[config.mk]
export PLATFORM = sky130hd
export DESIGN_NAME = dissemination_barrier_unit
export DESIGN_NICKNAME = d
export VERILOG_FILES = /design/src/dbu_pkg.sv /design/src/dissemination_barrier_unit.sv /design/src/dbu_state_mem.sv /design/src/dbu_flag_mem.sv /design/src/dbu_step.sv
export SDC_FILE = /design/constraint.sdc
export NUM_CORES = 2
export LEC_CHECK = 0
export ABC_CLOCK_PERIOD_IN_PS = 12850
export BUFFER_PORTS_ARGS = -buffer_cell sky130_fd_sc_hd__clkbuf_2
export CAP_MARGIN = 10
export CORE_UTILIZATION = 37
export DETAILED_ROUTE_END_ITERATION = 10
export GPL_ROUTABILITY_DRIVEN = 0
export PLACE_DENSITY_LB_ADDON = 0.2
export REMOVE_ABC_BUFFERS = 1
export SYNTH_ARGS = -nofsm -noshare
export SYNTH_HDL_FRONTEND = slang
export SYNTH_SLANG_ARGS = --single-unit
export TNS_END_PERCENT = 5
[constraint.sdc]
create_clock -name i_clk -period 12.85 [get_ports i_clk]
set_input_delay 2.57 -clock i_clk [delete_from_list [all_inputs] [get_ports i_clk]]
set_output_delay 2.57 -clock i_clk [all_outputs]
set_load 0.02 [all_outputs]
[src/dbu_pkg.sv]
package dbu_pkg;

    localparam int MAX_THREADS = 64;
    localparam int MAX_ROUNDS  = 6;

    localparam int THR_W  = $clog2(MAX_THREADS);
    localparam int CNT_W  = 7;                       // num_threads register width
    localparam int RND_W  = $clog2(MAX_ROUNDS + 1);
    localparam int FLAG_W = 2 * MAX_ROUNDS;
    localparam int BIT_W  = $clog2(FLAG_W);
    localparam int STAT_W = 2;

    localparam logic OP_ARRIVE = 1'b0;
    localparam logic OP_POLL   = 1'b1;

    localparam logic [STAT_W-1:0] STAT_WAIT  = 2'd0;
    localparam logic [STAT_W-1:0] STAT_REL   = 2'd1;
    localparam logic [STAT_W-1:0] STAT_WRONG = 2'd2;
    localparam logic [STAT_W-1:0] STAT_RANGE = 2'd3;

    typedef struct packed {
        logic             sense;
        logic             parity;
        logic [RND_W-1:0] rnd;
        logic             inb;
    } t_thr_state;

    localparam t_thr_state THR_RESET = '{sense: 1'b1, parity: 1'b0, rnd: '0, inb: 1'b0};

    typedef struct packed {
        logic             en;
        logic [THR_W-1:0] addr;
        t_thr_state       data;
    } t_thr_wr;

    typedef struct packed {
        logic             en;
        logic [THR_W-1:0] addr;
        logic [BIT_W-1:0] bit_idx;
        logic             value;
    } t_flag_wr;

    typedef struct packed {
        logic [STAT_W-1:0] status;
        logic [RND_W-1:0]  rnd;
    } t_result;

    function automatic logic [CNT_W-1:0] eff_threads(input logic [CNT_W-1:0] n);
        logic [CNT_W-1:0] e;
        e = n;
        if (n == '0) e = CNT_W'(1);
        if (n > CNT_W'(MAX_THREADS)) e = CNT_W'(MAX_THREADS);
        return e;
    endfunction

    // smallest r with 2^r >= n, capped
    function automatic logic [RND_W-1:0] eff_rounds(input logic [CNT_W-1:0] n);
        logic [RND_W-1:0] r;
        r = '0;
        for (int i = 0; i < MAX_ROUNDS; i++) begin
            if (((CNT_W+1)'(1) << i) < {1'b0, n}) r = RND_W'(i + 1);
        end
        return r;
    endfunction

endpackage

[src/dissemination_barrier_unit.sv]
// Channel   | Direction | Handshake               | Carries
// ----------+-----------+-------------------------+-----------------------------
// item in   | input     | i_valid / o_stall       | i_op, i_thread
// result    | output    | o_valid / i_stall       | o_status, o_round
// config    | input     | i_cfg_valid / o_cfg_ready | i_num_threads
//
// Each request first reads the thread state and flag memories, then works out the step
// and writes back. The registered read of the memories sets that split into read and
// write-back; one request is in flight at a time.
// Reset (synchronous, i_rst_n low) and every config write clear the valid bits of
// both memories at once, so entries read as their reset values; no clearing pass.
// A pending config write holds the request input so the two never land together.
// A finished result waits in the output register while the next request is read;
// a stalled output only holds the write-back cycle when a second result is ready.
module dissemination_barrier_unit (
    input  logic                        i_clk,
    input  logic                        i_rst_n,
    input  logic                        i_valid,
    output logic                        o_stall,
    input  logic                        i_op,
    input  logic [dbu_pkg::THR_W-1:0]   i_thread,
    output logic                        o_valid,
    input  logic                        i_stall,
    output logic [dbu_pkg::STAT_W-1:0]  o_status,
    output logic [dbu_pkg::RND_W-1:0]   o_round,
    input  logic                        i_cfg_valid,
    output logic                        o_cfg_ready,
    input  logic [dbu_pkg::CNT_W-1:0]   i_num_threads
);
    import dbu_pkg::*;

    localparam logic S_IDLE = 1'b0;
    localparam logic S_EXEC = 1'b1;

    logic             r_state, n_state;
    logic             r_op;
    logic [THR_W-1:0] r_thread;
    logic [CNT_W-1:0] r_n_eff;
    logic [RND_W-1:0] r_rounds;
    logic             r_out_valid, n_out_valid;
    t_result          r_res;

    logic              in_acc;
    logic              cfg_acc;
    logic              load;
    t_thr_state        st_rd;
    logic [FLAG_W-1:0] flags_rd;
    t_thr_wr           thr_wr, step_thr_wr;
    t_flag_wr          flag_wr, step_flag_wr;
    t_result           step_res;

    assign in_acc      = i_valid && !o_stall;
    // hold requests off while one is in flight or a config write is offered
    assign o_stall     = (r_state == S_EXEC) || i_cfg_valid;
    assign o_cfg_ready = (r_state == S_IDLE);
    assign cfg_acc     = i_cfg_valid && o_cfg_ready;
    // write back only when the output register can take the result
    assign load        = (r_state == S_EXEC) && (!r_out_valid || !i_stall);

    // gate the write ports so a held step writes exactly once
    always_comb begin
        thr_wr     = step_thr_wr;
        thr_wr.en  = step_thr_wr.en && load;
        flag_wr    = step_flag_wr;
        flag_wr.en = step_flag_wr.en && load;
    end

    dbu_state_mem u_state_mem (
        .i_clk     (i_clk),
        .i_rst_n   (i_rst_n),
        .i_clear   (cfg_acc),
        .i_rd_en   (in_acc),
        .i_rd_addr (i_thread),
        .o_rd_data (st_rd),
        .i_wr      (thr_wr)
    );

    dbu_flag_mem u_flag_mem (
        .i_clk     (i_clk),
        .i_rst_n   (i_rst_n),
        .i_clear   (cfg_acc),
        .i_rd_en   (in_acc),
        .i_rd_addr (i_thread),
        .o_rd_data (flags_rd),
        .i_wr      (flag_wr)
    );

    dbu_step u_step (
        .i_op      (r_op),
        .i_thread  (r_thread),
        .i_n_eff   (r_n_eff),
        .i_rounds  (r_rounds),
        .i_st      (st_rd),
        .i_flags   (flags_rd),
        .o_thr_wr  (step_thr_wr),
        .o_flag_wr (step_flag_wr),
        .o_res     (step_res)
    );

    // advance from read to write-back, hold while the result has nowhere to go
    always_comb begin
        n_state = r_state;
        case (r_state)
            S_IDLE:  if (in_acc) n_state = S_EXEC;
            S_EXEC:  if (load) n_state = S_IDLE;
            default: n_state = S_IDLE;
        endcase
    end

    always_comb begin
        n_out_valid = r_out_valid;
        if (load) begin
            n_out_valid = 1'b1;
        end else if (r_out_valid && !i_stall) begin
            n_out_valid = 1'b0;
        end
    end

    always_ff @(posedge i_clk) begin
        if (!i_rst_n) begin
            r_state     <= S_IDLE;
            r_out_valid <= 1'b0;
            r_n_eff     <= CNT_W'(MAX_THREADS);
            r_rounds    <= eff_rounds(CNT_W'(MAX_THREADS));
        end else begin
            r_state     <= n_state;
            r_out_valid <= n_out_valid;
            // keep the sanitised thread count and its round count ready to use
            if (cfg_acc) begin
                r_n_eff  <= eff_threads(i_num_threads);
                r_rounds <= eff_rounds(eff_threads(i_num_threads));
            end
        end
    end

    always_ff @(posedge i_clk) begin
        if (in_acc) begin
            r_op     <= i_op;
            r_thread <= i_thread;
        end
        if (load) begin
            r_res <= step_res;
        end
    end

    assign o_valid  = r_out_valid;
    assign o_status = r_res.status;
    assign o_round  = r_res.rnd;

    a_exec_done: assert property (@(posedge i_clk) disable iff (!i_rst_n)
        (r_state == S_EXEC && !r_out_valid) |=> (r_state == S_IDLE))
        else $error("write-back stalled with an empty output register");

    a_partner_differs: assert property (@(posedge i_clk) disable iff (!i_rst_n)
        flag_wr.en |-> (flag_wr.addr != r_thread))
        else $error("flag write aimed at the acting thread");

    a_write_in_range: assert property (@(posedge i_clk) disable iff (!i_rst_n)
        (thr_wr.en || flag_wr.en) |-> ({1'b0, r_thread} < r_n_eff))
        else $error("memory write for an out-of-range thread");

    a_release_round: assert property (@(posedge i_clk) disable iff (!i_rst_n)
        (o_valid && (o_status == STAT_REL || o_status == STAT_RANGE)) |-> (o_round == '0))
        else $error("released or rejected request reports a non-zero round");

    a_round_bound: assert property (@(posedge i_clk) disable iff (!i_rst_n)
        (load && step_res.status == STAT_WAIT) |-> (step_res.rnd < r_rounds))
        else $error("waiting thread reports a round beyond the round count");

endmodule

[src/dbu_state_mem.sv]
module dbu_state_mem (
    input  logic                       i_clk,
    input  logic                       i_rst_n,
    input  logic                       i_clear,
    input  logic                       i_rd_en,
    input  logic [dbu_pkg::THR_W-1:0]  i_rd_addr,
    output dbu_pkg::t_thr_state        o_rd_data,
    input  dbu_pkg::t_thr_wr           i_wr
);
    import dbu_pkg::*;

    t_thr_state             mem [MAX_THREADS];
    logic [MAX_THREADS-1:0] r_vld;
    t_thr_state             r_rd_data;
    logic                   r_rd_vld;

    always_ff @(posedge i_clk) begin
        if (!i_rst_n || i_clear) begin
            r_vld <= '0;
        end else if (i_wr.en) begin
            r_vld[i_wr.addr] <= 1'b1;
        end
    end

    always_ff @(posedge i_clk) begin
        if (i_wr.en) begin
            mem[i_wr.addr] <= i_wr.data;
        end
        if (i_rd_en) begin
            r_rd_data <= mem[i_rd_addr];
            r_rd_vld  <= r_vld[i_rd_addr];
        end
    end

    // unwritten entries read as their reset value
    assign o_rd_data = r_rd_vld ? r_rd_data : THR_RESET;

endmodule

[src/dbu_flag_mem.sv]
module dbu_flag_mem (
    input  logic                       i_clk,
    input  logic                       i_rst_n,
    input  logic                       i_clear,
    input  logic                       i_rd_en,
    input  logic [dbu_pkg::THR_W-1:0]  i_rd_addr,
    output logic [dbu_pkg::FLAG_W-1:0] o_rd_data,
    input  dbu_pkg::t_flag_wr          i_wr
);
    import dbu_pkg::*;

    logic [FLAG_W-1:0]      mem [MAX_THREADS];
    logic [MAX_THREADS-1:0] r_vld;
    logic [FLAG_W-1:0]      r_rd_data;
    logic                   r_rd_vld;

    always_ff @(posedge i_clk) begin
        if (!i_rst_n || i_clear) begin
            r_vld <= '0;
        end else if (i_wr.en) begin
            r_vld[i_wr.addr] <= 1'b1;
        end
    end

    // single-bit write; a first write to an entry lays down the whole word
    always_ff @(posedge i_clk) begin
        if (i_wr.en) begin
            if (r_vld[i_wr.addr]) begin
                mem[i_wr.addr][i_wr.bit_idx] <= i_wr.value;
            end else begin
                mem[i_wr.addr] <= FLAG_W'(i_wr.value) << i_wr.bit_idx;
            end
        end
        if (i_rd_en) begin
            r_rd_data <= mem[i_rd_addr];
            r_rd_vld  <= r_vld[i_rd_addr];
        end
    end

    assign o_rd_data = r_rd_vld ? r_rd_data : '0;

endmodule

[src/dbu_step.sv]
module dbu_step (
    input  logic                       i_op,
    input  logic [dbu_pkg::THR_W-1:0]  i_thread,
    input  logic [dbu_pkg::CNT_W-1:0]  i_n_eff,
    input  logic [dbu_pkg::RND_W-1:0]  i_rounds,
    input  dbu_pkg::t_thr_state        i_st,
    input  logic [dbu_pkg::FLAG_W-1:0] i_flags,
    output dbu_pkg::t_thr_wr           o_thr_wr,
    output dbu_pkg::t_flag_wr          o_flag_wr,
    output dbu_pkg::t_result           o_res
);
    import dbu_pkg::*;

    logic [CNT_W:0]   sum;
    logic [CNT_W:0]   partner;
    logic [RND_W-1:0] r_sig;
    logic [RND_W-1:0] r_inc;
    logic [BIT_W-1:0] own_bit;
    logic             signal;
    logic             do_rel;
    t_thr_state       rel_st;

    assign rel_st = '{sense: i_st.sense ^ i_st.parity, parity: ~i_st.parity,
                      rnd: '0, inb: 1'b0};
    assign own_bit = i_st.parity ? BIT_W'(MAX_ROUNDS) + BIT_W'(i_st.rnd) : BIT_W'(i_st.rnd);
    assign r_inc   = i_st.rnd + RND_W'(1);

    // partner = thread + 2^round, wrapped once
    always_comb begin
        sum     = (CNT_W+1)'(i_thread) + ((CNT_W+1)'(1) << r_sig);
        partner = (sum >= (CNT_W+1)'(i_n_eff)) ? sum - (CNT_W+1)'(i_n_eff) : sum;
    end

    always_comb begin
        o_thr_wr       = '0;
        o_thr_wr.addr  = i_thread;
        o_thr_wr.data  = i_st;
        o_res.status   = STAT_WAIT;
        o_res.rnd      = i_st.rnd;
        signal         = 1'b0;
        do_rel         = 1'b0;
        r_sig          = '0;

        if ({1'b0, i_thread} >= i_n_eff) begin
            o_res.status = STAT_RANGE;
            o_res.rnd    = '0;
        end else if (i_op == OP_ARRIVE) begin
            if (i_st.inb) begin
                o_res.status = STAT_WRONG;
            end else if (i_rounds == '0) begin
                do_rel = 1'b1;
            end else begin
                o_thr_wr.en       = 1'b1;
                o_thr_wr.data.inb = 1'b1;
                o_thr_wr.data.rnd = '0;
                o_res.rnd         = '0;
                signal            = 1'b1;
            end
        end else begin
            if (!i_st.inb) begin
                o_res.status = STAT_WRONG;
            end else if (i_st.rnd >= i_rounds) begin
                do_rel = 1'b1;
            end else if (i_flags[own_bit] == i_st.sense) begin
                if (r_inc >= i_rounds) begin
                    do_rel = 1'b1;
                end else begin
                    o_thr_wr.en       = 1'b1;
                    o_thr_wr.data.rnd = r_inc;
                    o_res.rnd         = r_inc;
                    r_sig             = r_inc;
                    signal            = 1'b1;
                end
            end
        end

        if (do_rel) begin
            o_thr_wr.en   = 1'b1;
            o_thr_wr.data = rel_st;
            o_res.status  = STAT_REL;
            o_res.rnd     = '0;
        end
    end

    always_comb begin
        o_flag_wr.en      = signal && (partner < (CNT_W+1)'(i_n_eff));
        o_flag_wr.addr    = partner[THR_W-1:0];
        o_flag_wr.bit_idx = i_st.parity ? BIT_W'(MAX_ROUNDS) + BIT_W'(r_sig) : BIT_W'(r_sig);
        o_flag_wr.value   = i_st.sense;
    end

endmodule

==> report_table.html <==
<table>
<tr><th>Metric</th><th>Value</th></tr>
<tr><th colspan="2">Detailed routing</th></tr>
<tr><td>Sum of routed wire length over all layers</td><td>165 mm</td></tr>
<tr><td>Count of antenna-violating nets left after detailed routing</td><td>0</td></tr>
<tr><td>Initial drt markers</td><td>3,452</td></tr>
<tr><td>Total vias in the final route</td><td>34,400</td></tr>
<tr><td>Drt first pass iters</td><td>6</td></tr>
<tr><td>Detail-routed via count per cell</td><td>5.88</td></tr>
<tr><td>Residual DRC count</td><td>0</td></tr>
<tr><td>Wire per inst</td><td>28.2 um</td></tr>
<tr><th colspan="2">Power</th></tr>
<tr><td>Reported leakage power</td><td>20.7 nW</td></tr>
<tr><td>Peak supply drop</td><td>128 uV</td></tr>
<tr><td>Power density relative to cell area</td><td>153 nW/um^2</td></tr>
<tr><td>Total power</td><td>9.99 mW</td></tr>
<tr><th colspan="2">Run status</th></tr>
<tr><td>Outcome</td><td>completed</td></tr>
<tr><th colspan="2">Synth</th></tr>
<tr><td>Proportion of synthesized chip area in sequential cells</td><td>65.4%</td></tr>
<tr><td>Cell taking the most area after synthesis</td><td>edfxtp_1</td></tr>
<tr><td>Area share of the leading cell type in the synthesized netlist</td><td>60.6%</td></tr>
<tr><td>Async SR Flop Fraction</td><td>0%</td></tr>
<tr><td>Most numerous cell types in the synthesized netlist</td><td>edfxtp_1, a21oi_1, mux4_2, clkbuf_1</td></tr>
<tr><td>Number of warning messages in the yosys log</td><td>0</td></tr>
<tr><td>Avg Inst Size Synth</td><td>15.5 um^2</td></tr>
<tr><td>Count of mapped cells out of synthesis</td><td>3,774</td></tr>
<tr><td>Library cell with the highest instance count after synthesis</td><td>edfxtp_1</td></tr>
<tr><td>Dominant synthesized flop cell</td><td>edfxtp_1</td></tr>
<tr><td>Post-Synthesis Cell Area</td><td>58,700 um^2</td></tr>
<tr><td>Register bit count reported by yosys</td><td>1,324</td></tr>
<tr><td>Number of synthesized flops with an enable pin</td><td>1,184</td></tr>
<tr><td>Synth unique cells</td><td>74</td></tr>
<tr><td>Cell types with the largest area share after synthesis</td><td>edfxtp_1, mux4_2, a21oi_1, dfxtp_1, clkbuf_1</td></tr>
<tr><th colspan="2">Floorplanning</th></tr>
<tr><td>Area of the die</td><td>160,000 um^2</td></tr>
<tr><td>Std-Cell Core Area</td><td>157,000 um^2</td></tr>
<tr><td>Chip height</td><td>400 um</td></tr>
<tr><td>Top-Level Pins</td><td>27</td></tr>
<tr><td>Starting density of the core</td><td>37.4%</td></tr>
<tr><td>Number of rows created at floorplan</td><td>145</td></tr>
<tr><td>Die Wd</td><td>400 um</td></tr>
<tr><th colspan="2">Run</th></tr>
<tr><td>Count of maximum capacitance violations</td><td>0</td></tr>
<tr><th colspan="2">Clocking</th></tr>
<tr><td>Maximum buffer depth of the clock tree</td><td>3</td></tr>
<tr><td>Number of gates resized after cts</td><td>0</td></tr>
<tr><td>Clock latency of the later-clocked register in the worst-skew pair</td><td>780 ps</td></tr>
<tr><td>Buffers inserted during post-CTS setup optimization</td><td>0</td></tr>
<tr><td>TritonCTS clock tree</td><td>done</td></tr>
<tr><td>CTS Buf Count</td><td>146</td></tr>
<tr><td>Max H-tree Level</td><td>4</td></tr>
<tr><td>Number of buffers inserted for hold repair after clock tree synthesis</td><td>0</td></tr>
<tr><td>Clock transition time at the flip-flop clock pins of the worst setup and hold paths</td><td>60 ps</td></tr>
<tr><td>CTS Root Cell</td><td>clkbuf_16</td></tr>
<tr><td>Clock sinks</td><td>1,324</td></tr>
<tr><th colspan="2">Placement</th></tr>
<tr><td>Post-placement cell area</td><td>60,800 um^2</td></tr>
<tr><td>Placement-stage worst setup slack</td><td>1550 ps</td></tr>
<tr><td>Instance count after placement with tap cells included</td><td>5,578</td></tr>
<tr><td>Post-detail-place hpwl</td><td>95.8 mm</td></tr>
<tr><td>Number of buffers added on ports</td><td>26</td></tr>
<tr><th colspan="2">Critical path</th></tr>
<tr><td>Cell repeated most along the worst path</td><td>ha_1</td></tr>
<tr><td>Reg-to-reg setup timing slack</td><td>1210 ps</td></tr>
<tr><td>Nature of the critical path startpoint</td><td>flop</td></tr>
<tr><td>Crit path max-delay family</td><td>compound AO/OA/AOI/OAI gates</td></tr>
<tr><td>Largest fanout of any net on the critical path</td><td>64</td></tr>
<tr><td>Crit path largest cell delay</td><td>1050 ps</td></tr>
<tr><td>Req. time, crit path</td><td>13,310 ps</td></tr>
<tr><td>Terminus of the critical flop-to-flop path</td><td>u_flag_mem.mem[57][7]</td></tr>
<tr><td>Number of buffer and inverter stages on the critical path</td><td>5</td></tr>
<tr><td>Type of the worst setup path</td><td>reg2reg</td></tr>
<tr><td>Number of cell instances on the worst register-to-register path</td><td>31</td></tr>
<tr><td>Worst reg2reg startpoint</td><td>u_state_mem.r_rd_vld</td></tr>
<tr><td>Cell with the largest stage delay on the worst path</td><td>nand4_1</td></tr>
<tr><td>Critical path endpoint category</td><td>flop</td></tr>
<tr><td>Arrival time worst endpoint</td><td>12,090 ps</td></tr>
<tr><th colspan="2">STA</th></tr>
<tr><td>Worst Slack Setup Final</td><td>1210 ps</td></tr>
<tr><td>Count of endpoints failing setup in the final report</td><td>0</td></tr>
<tr><td>Max Freq</td><td>85.9 MHz</td></tr>
<tr><td>Final hold violation count</td><td>0</td></tr>
<tr><td>Pin slew with the least headroom to its limit</td><td>1260 ps</td></tr>
<tr><td>Slew Limit Fails</td><td>0</td></tr>
<tr><td>Worst Clk Skew</td><td>61.1 ps</td></tr>
<tr><td>Crit share post-route</td><td>90.6%</td></tr>
<tr><td>Unrepaired setup endpoints after global routing</td><td>false</td></tr>
<tr><td>Period minus WS final</td><td>11,640 ps</td></tr>
<tr><td>Post-Route Setup TNS</td><td>0 ps</td></tr>
<tr><td>Remaining max-slew budget at the tightest pin</td><td>16.2%</td></tr>
<tr><th colspan="2">Layout</th></tr>
<tr><td>Post-route design area</td><td>65,400 um^2</td></tr>
<tr><td># nets final</td><td>3,723</td></tr>
<tr><td>Count of non-filler cells in the finished layout</td><td>5,846</td></tr>
<tr><td>P&amp;R area growth vs syn</td><td>11.5%</td></tr>
<tr><td>Fill cell total of the finished layout</td><td>14,300</td></tr>
<tr><td>Share of final-layout standard cells stronger than drive strength 1</td><td>21.4%</td></tr>
<tr><th colspan="2">Global routing</th></tr>
<tr><td>Via count of the first global-routing pass</td><td>34,100</td></tr>
<tr><td>Global routing usage summed across all routing layers</td><td>20.4%</td></tr>
<tr><td>Wire length of the first global-routing pass</td><td>242 mm</td></tr>
<tr><td>Total global routing overflow</td><td>0</td></tr>
<tr><td>Number of antenna violations at the first check in global routing</td><td>8</td></tr>
<tr><td>Largest net degree at the start of global routing</td><td>237</td></tr>
<tr><th colspan="2">Hold path</th></tr>
<tr><td>Startpoint of the most critical hold path</td><td>u_state_mem.r_vld[46]</td></tr>
<tr><td>Worst min-delay path category</td><td>reg2reg</td></tr>
<tr><td>Hold Path Depth</td><td>1</td></tr>
<tr><td>End point of the most critical hold path</td><td>u_state_mem.r_vld[46]</td></tr>
</table>
## cells by family (layout without fill, tap and decap cells)
logic type | Yosys count | in the layout | synth area share (%)
DFF | 1324 | 1324 | 65.4
adders and majority gates | 35 | 35 | 0.772
AOI/OAI and AO/OA | 1079 | 1079 | 10.3
muxes | 452 | 452 | 16.7
and+or+nand+nor | 387 | 387 | 3.19
other | 0 | 2 | 0
xor gates and xnor gates | 18 | 18 | 0.301
buffers and inverters | 479 | 491 | 3.37
## report_power, final
part	internal, mW	switching [mW]	total [mW]	leakage, nW
combinational	0.276	0.916	1.19	6.60
sequential	4.76	0.0111	4.77	11.9
clock	2.26	1.76	4.03	2.20
## layout make-up
type / count / area, um^2 / share of cell area, %
Sequential cell: 1324 / 38400 / 58.6
Multi-Input combinational cell: 1971 / 18500 / 28.3
Clock buffer: 201 / 3880 / 5.93
Tap cell: 2058 / 2570 / 3.94
Timing Repair Buffer: 134 / 1020 / 1.56
Clock inverter: 64 / 689 / 1.05
Inverter: 92 / 345 / 0.528
Antenna cell: 2 / 5.00 / 0.00765
## registers in the layout (all words and copies together), names as in the netlist, 6 cells and up
| name | flops |
|---|---|
| r_n_eff | 7 |
| r_thread | 6 |
| u_flag_mem.mem | 768 |
| u_flag_mem.r_rd_data | 12 |
| u_flag_mem.r_vld | 64 |
| u_state_mem.mem | 384 |
| u_state_mem.r_rd_data | 6 |
| u_state_mem.r_vld | 64 |
## layer usage
metal	wire (um)	GRT usage [%]	vias to the layer above
met5	54	0	-
met1	70400	28.4	18100
met3	9300	3.07	245
li1	-	-	14800
met2	80600	33.2	1125
met4	4520	6.02	8
## metrics by stage
stage	hold WS, ps	utilization, %
4_1_cts	464	41.7
3_5_place_dp	450	38.8
6_report	459	41.7
2_1_floorplan	435	-
3_3_place_gp	441	38.8
5_1_grt	472	41.7
## placed cells by master (no fill, tap or decap), drive strengths merged, types with 13 or more instances in the layout
master	synthesis	final
a211oi	13	13
a21oi	878	878
buf	131	112
clkbuf	256	223
clkinv	2	51
dfxtp	140	140
edfxtp	1184	1184
ha	33	33
inv	90	97
mux2i	26	26
mux4	421	421
nand2	68	68
nand3	16	16
nand4	66	66
nor2	140	140
nor2b	16	16
nor3	27	27
o21a	67	67
o21ai	22	22
o22ai	23	23
xnor2	13	13
## worst max path at each step
| stage | slack [ps] | cells after the start | end | from |
|---|---|---|---|---|
| after floorplan | -12040 | 26 | u_flag_mem.mem[0][0] | u_state_mem.r_rd_vld |
| final | 1210 | 31 | u_flag_mem.mem[57][7] | u_state_mem.r_rd_vld |
| after global routing | 330 | 31 | u_flag_mem.mem[5][0] | u_state_mem.r_rd_vld |
| after CTS | 1420 | 31 | u_flag_mem.mem[5][8] | u_state_mem.r_rd_vld |
| after global placement | 1580 | 31 | u_flag_mem.mem[5][9] | u_state_mem.r_rd_vld |
| after detailed placement | 1550 | 31 | u_flag_mem.mem[5][5] | u_state_mem.r_rd_vld |
Note: power is estimated with default switching activity, not from simulation.
